===== src/ptt_pkg.sv =====
// Package for the partition table translator: widths, codes, status, state and table entry types.
package ptt_pkg;

    localparam int PT_MAX_PARTS = 8;
    localparam int PT_NUM_W     = 64;
    localparam int PT_ID_W      = 8;

    // Mode codes of an input transfer (5 to 7 are unused)
    localparam logic [2:0] MODE_CLEAR      = 3'd0;
    localparam logic [2:0] MODE_CREATE     = 3'd1;
    localparam logic [2:0] MODE_LOOKUP     = 3'd2;
    localparam logic [2:0] MODE_TO_LAYER   = 3'd3;
    localparam logic [2:0] MODE_FROM_LAYER = 3'd4;

    // Configuration register indexes
    localparam logic CFG_LAYOUT_START  = 1'b0;
    localparam logic CFG_LAYOUT_BLOCKS = 1'b1;

    typedef enum logic [2:0] {
        ST_OK       = 3'd0,
        ST_NO_SPACE = 3'd1,
        ST_EXISTS   = 3'd2,
        ST_UNKNOWN  = 3'd3,
        ST_RANGE    = 3'd4,
        ST_FULL     = 3'd5
    } t_status;

    typedef enum logic [2:0] {
        S_IDLE,
        S_SPACE,
        S_WALK,
        S_XLATE,
        S_RANGE,
        S_COMMIT,
        S_EMIT
    } t_state;

    typedef struct packed {
        logic [PT_ID_W-1:0]  id;
        logic [PT_NUM_W-1:0] offset;
        logic [PT_NUM_W-1:0] base;
        logic [PT_NUM_W-1:0] count;
    } t_entry;

endpackage


===== src/partition_table_translator.sv =====
// Partition table translator: free range, partition table memory and translation sequencer.
//
//   Channel   | Direction | Handshake                    | Payload
//   ----------+-----------+------------------------------+----------------------------------
//   input     | in        | i_valid / o_ready            | i_mode .. i_block_number
//   result    | out       | o_valid / i_ready            | o_status .. o_unused_blocks
//   config    | in        | i_cfg_we (no wait)           | i_cfg_idx, i_cfg_data
//
// Order: one item at a time. Clear, identity and unused modes go from idle straight to the
//   emit state. Lookups, translations and creates walk the table memory one entry a
//   cycle; the one-read-port walk sets this pace.
// Reset: synchronous, active low; empties the table (valid bits only), zeroes the free
//   range and the layout registers. Table memory contents are not cleared.
// Stalls: the finished result sits in the output register; the next transfer is taken
//   while it waits, and only the write into the output register holds off.
module partition_table_translator
    import ptt_pkg::*;
#(
    parameter int MAX_PARTITIONS = PT_MAX_PARTS
) (
    input  logic                i_clk,
    input  logic                i_rst_n,
    // configuration
    input  logic                i_cfg_we,
    input  logic                i_cfg_idx,
    input  logic [PT_NUM_W-1:0] i_cfg_data,
    // input channel
    input  logic                i_valid,
    output logic                o_ready,
    input  logic [2:0]          i_mode,
    input  logic [PT_ID_W-1:0]  i_partition_id,
    input  logic                i_no_partition,
    input  logic [PT_NUM_W-1:0] i_block_count,
    input  logic                i_take_all,
    input  logic                i_carve_tail,
    input  logic [PT_NUM_W-1:0] i_base_number,
    input  logic [PT_NUM_W-1:0] i_block_number,
    // result channel
    output logic                o_valid,
    input  logic                i_ready,
    output logic [2:0]          o_status,
    output logic [PT_NUM_W-1:0] o_result_block,
    output logic [PT_NUM_W-1:0] o_part_offset,
    output logic [PT_NUM_W-1:0] o_part_base,
    output logic [PT_NUM_W-1:0] o_part_count,
    output logic [PT_NUM_W-1:0] o_unused_blocks
);

    localparam int IW = (MAX_PARTITIONS > 1) ? $clog2(MAX_PARTITIONS) : 1;
    localparam int CW = $clog2(MAX_PARTITIONS + 1);

    // partition table: one synchronous memory, one write and one read port
    t_entry mem [MAX_PARTITIONS];
    t_entry r_rd;
    logic   rd_en;
    logic   mem_we;
    t_entry wr_entry;

    // control state
    t_state                    r_state, n_state;
    logic [MAX_PARTITIONS-1:0] r_valid, n_valid;
    logic [PT_NUM_W-1:0]       r_first, n_first;
    logic [PT_NUM_W-1:0]       r_end, n_end;
    logic [PT_NUM_W-1:0]       r_free, n_free;     // always r_end - r_first
    logic [PT_NUM_W-1:0]       r_lstart, n_lstart;
    logic [PT_NUM_W-1:0]       r_lblocks, n_lblocks;
    logic [CW-1:0]             r_idx, n_idx;       // next entry to read
    logic                      r_cmp_vld, n_cmp_vld;
    logic [IW-1:0]             r_cmp_idx, n_cmp_idx; // entry whose data is in r_rd
    logic                      r_free_found, n_free_found;
    logic [IW-1:0]             r_free_idx, n_free_idx;
    logic                      r_o_vld, n_o_vld;

    // captured item
    logic [2:0]          r_mode, n_mode;
    logic [PT_ID_W-1:0]  r_id, n_id;
    logic [PT_NUM_W-1:0] r_count, n_count;
    logic                r_take_all, n_take_all;
    logic                r_carve_tail, n_carve_tail;
    logic [PT_NUM_W-1:0] r_base, n_base;
    logic [PT_NUM_W-1:0] r_blk, n_blk;

    // pending result
    t_status             r_status, n_status;
    logic [PT_NUM_W-1:0] r_result, n_result;
    logic [PT_NUM_W-1:0] r_poff, n_poff;
    logic [PT_NUM_W-1:0] r_pbase, n_pbase;
    logic [PT_NUM_W-1:0] r_pcnt, n_pcnt;
    logic [PT_NUM_W-1:0] r_diff, n_diff;
    logic                r_below, n_below;

    // output register
    logic [2:0]          r_o_status, n_o_status;
    logic [PT_NUM_W-1:0] r_o_result, n_o_result;
    logic [PT_NUM_W-1:0] r_o_poff, n_o_poff;
    logic [PT_NUM_W-1:0] r_o_pbase, n_o_pbase;
    logic [PT_NUM_W-1:0] r_o_pcnt, n_o_pcnt;
    logic [PT_NUM_W-1:0] r_o_free, n_o_free;

    logic                walk_hit;
    logic                walk_free;
    logic                walk_last;
    logic [PT_NUM_W-1:0] commit_off;
    logic [PT_NUM_W-1:0] xlate_sel;

    // compare stage of the walk: r_rd holds entry r_cmp_idx
    assign walk_hit   = r_cmp_vld && r_valid[r_cmp_idx] && (r_rd.id == r_id);
    assign walk_free  = r_cmp_vld && !r_valid[r_cmp_idx];
    assign walk_last  = r_cmp_vld && (r_cmp_idx == IW'(MAX_PARTITIONS - 1));
    assign commit_off = r_carve_tail ? (r_end - r_count) : r_first;
    assign xlate_sel  = (r_mode == MODE_TO_LAYER) ? r_pbase : r_poff;

    assign wr_entry = '{id: r_id, offset: commit_off, base: r_base, count: r_count};

    always_ff @(posedge i_clk) begin
        if (mem_we) begin
            mem[r_free_idx] <= wr_entry;
        end
        if (rd_en) begin
            r_rd <= mem[r_idx[IW-1:0]];
        end
    end

    always_comb begin
        n_state      = r_state;
        n_valid      = r_valid;
        n_first      = r_first;
        n_end        = r_end;
        n_free       = r_free;
        n_lstart     = r_lstart;
        n_lblocks    = r_lblocks;
        n_idx        = r_idx;
        n_cmp_vld    = r_cmp_vld;
        n_cmp_idx    = r_cmp_idx;
        n_free_found = r_free_found;
        n_free_idx   = r_free_idx;
        n_o_vld      = r_o_vld && !i_ready;
        n_mode       = r_mode;
        n_id         = r_id;
        n_count      = r_count;
        n_take_all   = r_take_all;
        n_carve_tail = r_carve_tail;
        n_base       = r_base;
        n_blk        = r_blk;
        n_status     = r_status;
        n_result     = r_result;
        n_poff       = r_poff;
        n_pbase      = r_pbase;
        n_pcnt       = r_pcnt;
        n_diff       = r_diff;
        n_below      = r_below;
        n_o_status   = r_o_status;
        n_o_result   = r_o_result;
        n_o_poff     = r_o_poff;
        n_o_pbase    = r_o_pbase;
        n_o_pcnt     = r_o_pcnt;
        n_o_free     = r_o_free;
        rd_en        = 1'b0;
        mem_we       = 1'b0;

        if (i_cfg_we) begin
            case (i_cfg_idx)
                CFG_LAYOUT_START:  n_lstart  = i_cfg_data;
                CFG_LAYOUT_BLOCKS: n_lblocks = i_cfg_data;
                default:           n_lstart  = r_lstart;
            endcase
        end

        case (r_state)
            S_IDLE: begin
                if (i_valid) begin
                    n_mode       = i_mode;
                    n_id         = i_partition_id;
                    n_count      = i_block_count;
                    n_take_all   = i_take_all;
                    n_carve_tail = i_carve_tail;
                    n_base       = i_base_number;
                    n_blk        = i_block_number;
                    n_status     = ST_OK;
                    n_result     = '0;
                    n_poff       = '0;
                    n_pbase      = '0;
                    n_pcnt       = '0;
                    n_idx        = '0;
                    n_cmp_vld    = 1'b0;
                    n_free_found = 1'b0;
                    case (i_mode)
                        MODE_CLEAR: begin
                            n_valid = '0;
                            n_first = r_lstart;
                            n_end   = r_lstart + r_lblocks;
                            n_free  = r_lblocks;
                            n_state = S_EMIT;
                        end
                        MODE_CREATE: n_state = S_SPACE;
                        MODE_LOOKUP: n_state = S_WALK;
                        MODE_TO_LAYER, MODE_FROM_LAYER: begin
                            if (i_no_partition) begin
                                n_result = i_block_number;
                                n_state  = S_EMIT;
                            end else begin
                                n_state = S_WALK;
                            end
                        end
                        default: n_state = S_EMIT;
                    endcase
                end
            end
            S_SPACE: begin
                if (r_take_all ? (r_free == '0) : (r_count > r_free)) begin
                    n_status = ST_NO_SPACE;
                    n_state  = S_EMIT;
                end else begin
                    if (r_take_all) begin
                        n_count = r_free;
                    end
                    n_state = S_WALK;
                end
            end
            S_WALK: begin
                // read stage
                if (r_idx < CW'(MAX_PARTITIONS)) begin
                    rd_en     = 1'b1;
                    n_idx     = r_idx + CW'(1);
                    n_cmp_vld = 1'b1;
                    n_cmp_idx = r_idx[IW-1:0];
                end else begin
                    n_cmp_vld = 1'b0;
                end
                // compare stage
                if (walk_free && !r_free_found) begin
                    n_free_found = 1'b1;
                    n_free_idx   = r_cmp_idx;
                end
                if (walk_hit) begin
                    if (r_mode == MODE_CREATE) begin
                        n_status = ST_EXISTS;
                        n_state  = S_EMIT;
                    end else begin
                        n_poff  = r_rd.offset;
                        n_pbase = r_rd.base;
                        n_pcnt  = r_rd.count;
                        n_state = (r_mode == MODE_LOOKUP) ? S_EMIT : S_XLATE;
                    end
                end else if (walk_last) begin
                    if (r_mode == MODE_CREATE) begin
                        if (r_free_found || walk_free) begin
                            n_state = S_COMMIT;
                        end else begin
                            n_status = ST_FULL;
                            n_state  = S_EMIT;
                        end
                    end else begin
                        n_status = ST_UNKNOWN;
                        n_state  = S_EMIT;
                    end
                end
            end
            S_XLATE: begin
                n_diff  = r_blk - xlate_sel;
                n_below = r_blk < xlate_sel;
                n_state = S_RANGE;
            end
            S_RANGE: begin
                if (r_below || (r_diff >= r_pcnt)) begin
                    n_status = ST_RANGE;
                end else begin
                    n_result = ((r_mode == MODE_TO_LAYER) ? r_poff : r_pbase) + r_diff;
                end
                n_state = S_EMIT;
            end
            S_COMMIT: begin
                mem_we              = 1'b1;
                n_valid[r_free_idx] = 1'b1;
                if (r_carve_tail) begin
                    n_end = commit_off;
                end else begin
                    n_first = r_first + r_count;
                end
                n_free  = r_free - r_count;
                n_poff  = commit_off;
                n_pbase = r_base;
                n_pcnt  = r_count;
                n_state = S_EMIT;
            end
            S_EMIT: begin
                if (!r_o_vld || i_ready) begin
                    n_o_vld    = 1'b1;
                    n_o_status = r_status;
                    n_o_result = r_result;
                    n_o_poff   = r_poff;
                    n_o_pbase  = r_pbase;
                    n_o_pcnt   = r_pcnt;
                    n_o_free   = r_free;
                    n_state    = S_IDLE;
                end
            end
            default: n_state = S_IDLE;
        endcase
    end

    // control registers
    always_ff @(posedge i_clk) begin
        if (!i_rst_n) begin
            r_state      <= S_IDLE;
            r_valid      <= '0;
            r_first      <= '0;
            r_end        <= '0;
            r_free       <= '0;
            r_lstart     <= '0;
            r_lblocks    <= '0;
            r_idx        <= '0;
            r_cmp_vld    <= 1'b0;
            r_free_found <= 1'b0;
            r_o_vld      <= 1'b0;
        end else begin
            r_state      <= n_state;
            r_valid      <= n_valid;
            r_first      <= n_first;
            r_end        <= n_end;
            r_free       <= n_free;
            r_lstart     <= n_lstart;
            r_lblocks    <= n_lblocks;
            r_idx        <= n_idx;
            r_cmp_vld    <= n_cmp_vld;
            r_free_found <= n_free_found;
            r_o_vld      <= n_o_vld;
        end
    end

    // payload registers
    always_ff @(posedge i_clk) begin
        r_cmp_idx    <= n_cmp_idx;
        r_free_idx   <= n_free_idx;
        r_mode       <= n_mode;
        r_id         <= n_id;
        r_count      <= n_count;
        r_take_all   <= n_take_all;
        r_carve_tail <= n_carve_tail;
        r_base       <= n_base;
        r_blk        <= n_blk;
        r_status     <= n_status;
        r_result     <= n_result;
        r_poff       <= n_poff;
        r_pbase      <= n_pbase;
        r_pcnt       <= n_pcnt;
        r_diff       <= n_diff;
        r_below      <= n_below;
        r_o_status   <= n_o_status;
        r_o_result   <= n_o_result;
        r_o_poff     <= n_o_poff;
        r_o_pbase    <= n_o_pbase;
        r_o_pcnt     <= n_o_pcnt;
        r_o_free     <= n_o_free;
    end

    assign o_ready         = (r_state == S_IDLE);
    assign o_valid         = r_o_vld;
    assign o_status        = r_o_status;
    assign o_result_block  = r_o_result;
    assign o_part_offset   = r_o_poff;
    assign o_part_base     = r_o_pbase;
    assign o_part_count    = r_o_pcnt;
    assign o_unused_blocks = r_o_free;

    // free count tracks the range it summarises
    a_free_consistent: assert property (@(posedge i_clk) disable iff (!i_rst_n)
        r_free == (r_end - r_first))
        else $error("free count out of step with free range");

    // a create only ever writes into an empty slot found by the walk
    a_commit_slot_free: assert property (@(posedge i_clk) disable iff (!i_rst_n)
        (r_state == S_COMMIT) |-> (r_free_found && !r_valid[r_free_idx]))
        else $error("create commits into an occupied slot");

    // each commit adds exactly one table entry
    a_commit_adds_one: assert property (@(posedge i_clk) disable iff (!i_rst_n)
        (r_state == S_COMMIT) |=> ($countones(r_valid) == $past($countones(r_valid)) + 1))
        else $error("commit did not add exactly one entry");

    // a result appears only out of the emit state
    a_result_from_emit: assert property (@(posedge i_clk) disable iff (!i_rst_n)
        $rose(r_o_vld) |-> ($past(r_state) == S_EMIT))
        else $error("result register loaded outside emit");

endmodule

===== config.mk =====
export PLATFORM = sky130hd
export DESIGN_NAME = partition_table_translator
export DESIGN_NICKNAME = d
export VERILOG_FILES = /design/src/ptt_pkg.sv /design/src/partition_table_translator.sv
export SDC_FILE = /design/constraint.sdc
export NUM_CORES = 2
export LEC_CHECK = 0
export BUFFER_PORTS_ARGS = -buffer_cell sky130_fd_sc_hd__buf_2
export CORE_AREA = 4 4 477 479
export CTS_BUF_LIST = sky130_fd_sc_hd__clkbuf_8
export CTS_CLUSTER_DIAMETER = 200
export DETAILED_ROUTE_END_ITERATION = 7
export DIE_AREA = 0 0 481 483
export PLACE_DENSITY = 0.78
export SYNTH_ARGS = -nofsm -noshare
export SYNTH_HDL_FRONTEND = slang
export SYNTH_SLANG_ARGS = --single-unit
export TNS_END_PERCENT = 30

===== constraint.sdc =====
create_clock -name i_clk -period 25.4 [get_ports i_clk]
set_clock_uncertainty 0.05 [all_clocks]
set_input_delay 1.27 -clock i_clk [delete_from_list [all_inputs] [get_ports i_clk]]
set_output_delay 1.27 -clock i_clk [all_outputs]
set_load 0.1 [all_outputs]

== Yosys cells after proc, flatten, opt, wreduce, memory -nomap -nowiden ==
Memory sizes are Yosys's and may differ from the RTL's. A register that Yosys moved wholly into a read port is not among the register bits.
Index checks and enable logic that the tools add are counted.
Operators by class
  add/subtract/negate cells: 7
  $mul: 0
  divide/modulo/power cells: 0
  magnitude comparators: 7
  eq/ne operators: 32
  shift operators: 0
  muxes and demuxes: 76
  bitwise operators: 2
  reduce and logical (&&, ||, !) cells: 42
Operators with widths (count)
  $mux 64: 25
  $pmux 64 s2: 5
  $pmux 64 s3: 3
  $add 64x64->64: 3
  $sub 64x64->64: 3
  $ge 64x64->1: 1
  $gt 64x64->1: 1
  $logic_not 64->1: 1
  $lt 64x64->1: 1
  $mux 3: 17
  $ne 2x2->1 const B: 13
  $eq 3x2->1 const B: 6
  $pmux 3 s6: 1
  $mux 8: 2
  $pmux 8 s2: 1
  $reduce_and 4->1: 4
  $eq 3x3->1 const B: 5
  $reduce_and 3->1: 5
  $reduce_and 2->1: 7
  $mux 1: 12
  $pmux 3 s4: 1
  $eq 3x1->1 const B: 3
  $pmux 3 s3: 1
  $eq 8x8->1: 1
  24 further kinds: 44
Storage, ports and cells
  flip-flop bits (word level): 1196
  bits in latches: 0
  memory bits (writable): 1600
  bits in read-only memories: 0
  input bits: 276
  output and inout bits: 325
  logic and storage cells: 200
  memories: 1
Memories
  mem: words 8, bits a word 200, rd ports 1, clocked after memory_dff 1, wr ports 1, line partition_table_translator.sv:53  | t_entry mem [MAX_PARTITIONS];

== Depth between registers and ports, before layout ==
  word-level depth: 10
  gate-level depth with buffers: 21

== Least setup slack after synthesis ==
OpenSTA, ideal clock, no wires.
  path type: register to register
  start point: register r_state[0]
  end point: memory mem[0][0] (netlist bit), enable pin
  setup time: 1.249 ns
  data arrival time: 20.248 ns
  required time: 24.101 ns
  path slack: 3.853 ns
  stages on the path, launching flop included: 7
  path buffers: 4
  period minus slack after synthesis: 21.547 ns
  cells stage by stage: dfxtp_1 -> clkbuf_1 -> nand3b_1 -> clkbuf_1 -> clkbuf_1 -> clkbuf_1 -> nor4_1
On the way
  cells in the longest elaborated chain, start to end: 4
Ends and longest elaborated chain
  start, declared: line partition_table_translator.sv:60  | t_state r_state, n_state;
  start signal, assigned: line partition_table_translator.sv:317  | r_state <= n_state;
  $eq 3x3->1: line partition_table_translator.sv:169  | case (r_state)
  $mux 1: line partition_table_translator.sv:169
  $mux 1: line partition_table_translator.sv:116  | if (mem_we) begin
  $mux 1 (implied by the code): line partition_table_translator.sv:117  | mem[r_free_idx] <= wr_entry;
  end, declared: line partition_table_translator.sv:53
No other way between the ends.

== Worst setup path after layout ==
  start point: register r_mode[0]
  end point: register r_result[63], data pin
On the way
  cells in the longest elaborated chain, start to end: 5
Ends and longest elaborated chain
  start, declared: line partition_table_translator.sv:75  | logic [2:0] r_mode, n_mode;
  start signal, assigned: line partition_table_translator.sv:335  | r_mode <= n_mode;
  $eq 3x2->1: line partition_table_translator.sv:268  | n_result = ((r_mode == MODE_TO_LAYER) ? r_poff : r_pbase) + r_diff;
  $mux 64: line partition_table_translator.sv:268
  $add 64x64->64: line partition_table_translator.sv:268
  $mux 64: line partition_table_translator.sv:265  | if (r_below || (r_diff >= r_pcnt)) begin
  $pmux 64 s2: line partition_table_translator.sv:169
  net n_result[63]: line partition_table_translator.sv:85  | logic [PT_NUM_W-1:0] r_result, n_result;
  end signal, assigned: line partition_table_translator.sv:343  | r_result <= n_result;
  end, declared: line partition_table_translator.sv:85
The timed path passes the listed nets, and every way through them passes these cells. The select of a mux whose other input is x is not followed.
A chain may end at the register's enable or synchronous reset.

==> qor.csv <==
stage,metric,value,unit
flow_run,drv_cap,0,
logic_synthesis,syn_avg_cell_area,14.6,sq um
logic_synthesis,yosysSeqAreaShare,64.8,%
clock_tree,holdBufCountCts,0,
global_routing,grt_first_pass_wirelength,585000,microns
sta,setup_violations,0,
sta,fin_setup_tns,0,ns
critical_path,r2r_setup_slack,18.73,ns
clock_tree,clockRootBuffer,clkbuf_8,
clock_tree,cts_tree,built,
die,core,224000,sq um
sta,relSlewSlack,8.65,%
pwr,power_frac_comb,30.9,%
die,die_area,232000,sq um
critical_path,cp_cell_sequence,"nand3b_1, buf_12, mux2_2, ha_1, a21oi_1, o21ai_0, o31ai_1, o2bb2ai_1, a211oi_2, o31ai_4, a21oi_2, o21a_1, o21ai_1, a41oi_1, o21ai_1, a21oi_1, xnor2_1, o21ai_1",
placement,io_buffers,600,
sta,finalCriticalPeriod,6.67,ns
critical_path,critPathMaxFanout,120,
worst_hold_path,min_path_type,input pin to flip-flop,
logic_synthesis,yosysWarningCount,0,
critical_path,cp_slowest_stage_delay,0.71,ns
die,die_h,483,microns
worst_hold_path,min_path_cells,1,
final_layout,fillers,15300,
global_routing,grt-ovfl-total,0,
sta,fin_crit_sh,26.3,%
die,die_x,481,microns
pwr,p_per_area,107,nW/um^2
logic_synthesis,synth_edf_count,2658,
critical_path,crit_buf_inv,1,
pwr,p_switching,0.00581,W
placement,dpl_cell_area,140000,sq um
clock_tree,clock_sinks,2996,
drt,drt_iter0_markers,12800,
logic_synthesis,ys_async_sr_fraction,0,%
global_routing,grt_max_degree,130,
final_layout,seqCellArea,86600,sq um
worst_hold_path,hold_start,i_base_number[11],
drt,dr.pass1.iters,7,
clock_tree,h-tree-depth,5,
critical_path,end_kind,flip-flop,
sta,hold_viol,0,
global_routing,antenna_found_initial,50,
pwr,p_int,0.0100,W
final_layout,area_growth,11.2,%
clock_tree,post_cts_resized,0,
pwr,power,0.0158,W
critical_path,path_delay_family,compound AO/OA/AOI/OAI gates,
die,initial_core_util,59.8,%
critical_path,path_common_cell,o21ai_1,
logic_synthesis,synth.top_cell.area_share,59.7,%
logic_synthesis,ys_types,128,
logic_synthesis,synth_top_cells_by_area,"edfxtp_1 60%, mux4_2 6.8%, dfxtp_1 5.1%, ha_1 4.2%, mux2_2 3.2%",
drt,drcViolationCount,0,
pwr,clkPwrFrac,24.2,%
final_layout,finalInstanceArea,149000,sq um
sta,rsz0062_at_grt,no,
global_routing,grt_use_total,34.7,%
sta,worst_pin_slew,1.37,ns
drt,routedWlPerCell,30.9,microns
critical_path,required,26.23,ns
worst_hold_path,hold_end,r_base[11]$_DFFE_PP_,
clock_tree,clockBufferDepth,4,
logic_synthesis,synth_area,134000,sq um
pwr,ir_worst_vdd,125,uV
drt,vias,87400,
logic_synthesis,ys.flop_type,edfxtp_1,
critical_path,rr_startpoint,r_mode[0]$_DFFE_PP_,
final_layout,nNetsFinal,10600,
pwr,p_leak,54.0,nW
logic_synthesis,synth_area_leader_cell,edfxtp_1,
critical_path,cp-start-kind,flip-flop,
global_routing,grt_pass1_vias,83800,
critical_path,slowest_stage,nand3b_1,
run_status,status,finished clean,
placement,place_hpwl,282000,microns
sta,max_clock_freq,150,MHz
logic_synthesis,ys_ff_latch,2996,
pwr,swShare,36.7,%
critical_path,path_class,flip-flop to flip-flop,
drt,vias_per_cell,6.59,
drt,ant_nets,0,
clock_tree,numCtsBuffers,468,
logic_synthesis,syn_nets,9862,
die,num_rows,174,
drt,wirelength,410000,microns
final_layout,multi_input_area,44500,sq um
critical_path,cp.arrival,7.51,ns
die,ios,601,
critical_path,worstReg2RegEnd,r_result[63]$_DFFE_PP_,
clock_tree,clkTransAtPathRegs,0.07,ns
final_layout,drive_above_1_share,21.5,%
placement,place_congestion,0.982,
sta,slew_viol_final,0,
clock_tree,cts_setup_buffers,0,
clock_tree,clkLatencyLatePin,1.17,ns
critical_path,r2r_cells,18,
pwr,seq_power_share,44.8,%
logic_synthesis,postSynthCellCount,9135,
## power groups by stage
| stage | Combinational (W) | Clock, W | Sequential, W |
|---|---|---|---|
| finish | 0.00490 | 0.00384 | 0.00710 |
| global route | 0.00524 | 0.00413 | 0.00711 |
| CTS | 0.00483 | 0.00388 | 0.00706 |
| detailed placement | 0.00480 | 0 | 0.00716 |
| global placement | 0.00473 | 0 | 0.00714 |
| floorplan | 0.00307 | 0 | 0.00732 |
## cells in the mapped netlist, types with 12 or more instances
master,count
nand2_1,837
a22o_1,80
a221oi_1,12
a311oi_1,16
buf_1,71
o221ai_1,15
o22ai_1,14
o21ai_1,38
dfxtp_1,338
a22oi_1,14
mux2_2,374
a21o_1,237
inv_1,233
nor3b_1,13
ha_1,445
a21oi_1,626
o31ai_1,31
nand3_1,98
nor2b_1,67
clkbuf_1,366
a211oi_1,41
o21ai_0,411
mux4_2,402
nor2_1,277
o21a_1,50
xor2_1,138
nor4_1,25
o211a_1,46
a41oi_1,14
and2_1,46
a21boi_0,144
or3_1,17
o211ai_1,61
nand2b_1,48
mux2i_1,74
and3_1,33
nand4_1,92
xnor2_1,214
edfxtp_1,2658
o21bai_1,73
a31oi_1,55
nor3_1,54
## area by class of cell
cell class,instances,area share (%)
Antenna cell,33,0.0556
Tap cell,2992,2.52
Clock inverter,364,1.39
Inverter,233,0.592
Multi-Input combinational cell,5445,30.0
Sequential cell,2996,58.3
Timing Repair Buffer,711,2.68
Clock buffer,484,4.48
## metrics by stage
stage / std cells / utilization, % / hold slack (ns) / setup slack, ns
CTS: 13200 / 66.4 / 0.129 / 18.78
detailed placement: 12400 / 62.5 / 0.355 / 18.78
global route: 13200 / 66.4 / 0.177 / 18.51
global placement: 12400 / 62.5 / 0.353 / 18.85
finish: 13300 / 66.4 / 0.241 / 18.73
floorplan: 9135 / - / 0.350 / 3.85
## how the worst max path moves through the flow
stage                       startpoint                     end  slack [ns]  cells past startpoint
2_1_floorplan  r_state[0]$_SDFFE_PN0P_     mem[0][0]$_DFFE_PP_        3.85                      6
3_3_place_gp       r_mode[0]$_DFFE_PP_  r_result[60]$_DFFE_PP_       18.85                     18
3_5_place_dp       r_mode[0]$_DFFE_PP_  r_result[63]$_DFFE_PP_       18.78                     18
4_1_cts            r_mode[0]$_DFFE_PP_  r_result[60]$_DFFE_PP_       18.78                     18
5_1_grt            r_mode[0]$_DFFE_PP_  r_result[63]$_DFFE_PP_       18.51                     18
6_report           r_mode[0]$_DFFE_PP_  r_result[63]$_DFFE_PP_       18.73                     18
## placed cells by master, fill, tap and decap left out, types with 374 or more instances in the layout
cell      instances
a21oi_1         625
buf_2           599
clkbuf_8        485
edfxtp_1       2658
ha_1            445
inv_1           388
mux2_2          374
mux4_2          402
nand2_1         833
o21ai_0         409
## kinds of logic after synthesis
kind of cell / share of synthesized area [%]
adders and majority gates: 4.26
muxes: 10.5
xor gates and xnor gates: 2.31
AOI/OAI and AO/OA: 10.5
and+or+nand+nor: 5.67
DFF: 64.8
buffers and inverters: 2.03
## routing by layer
metal  vias to the layer above  GRT usage (%)  part of all wire, %
met5                         -              0                0.043
met1                     43500           52.1                   40
li1                      36900              -                    -
met4                        28           10.8                  3.2
met3                       707           9.14                   13
met2                      6177           50.0                   43
## sequential cells by signal, summed over array words and instances (netlist names), 8 cells and up
| signal | count |
|---|---|
| mem | 1600 |
| o_part_base | 64 |
| o_part_count | 64 |
| o_part_offset | 64 |
| o_result_block | 64 |
| o_unused_blocks | 64 |
| r_base | 64 |
| r_blk | 64 |
| r_count | 64 |
| r_diff | 64 |
| r_end | 64 |
| r_first | 64 |
| r_free | 64 |
| r_id | 8 |
| r_lblocks | 64 |
| r_lstart | 64 |
| r_pbase | 64 |
| r_pcnt | 64 |
| r_poff | 64 |
| r_rd | 200 |
| r_result | 64 |
| r_valid | 8 |
Power figures use the tool's default switching activity.
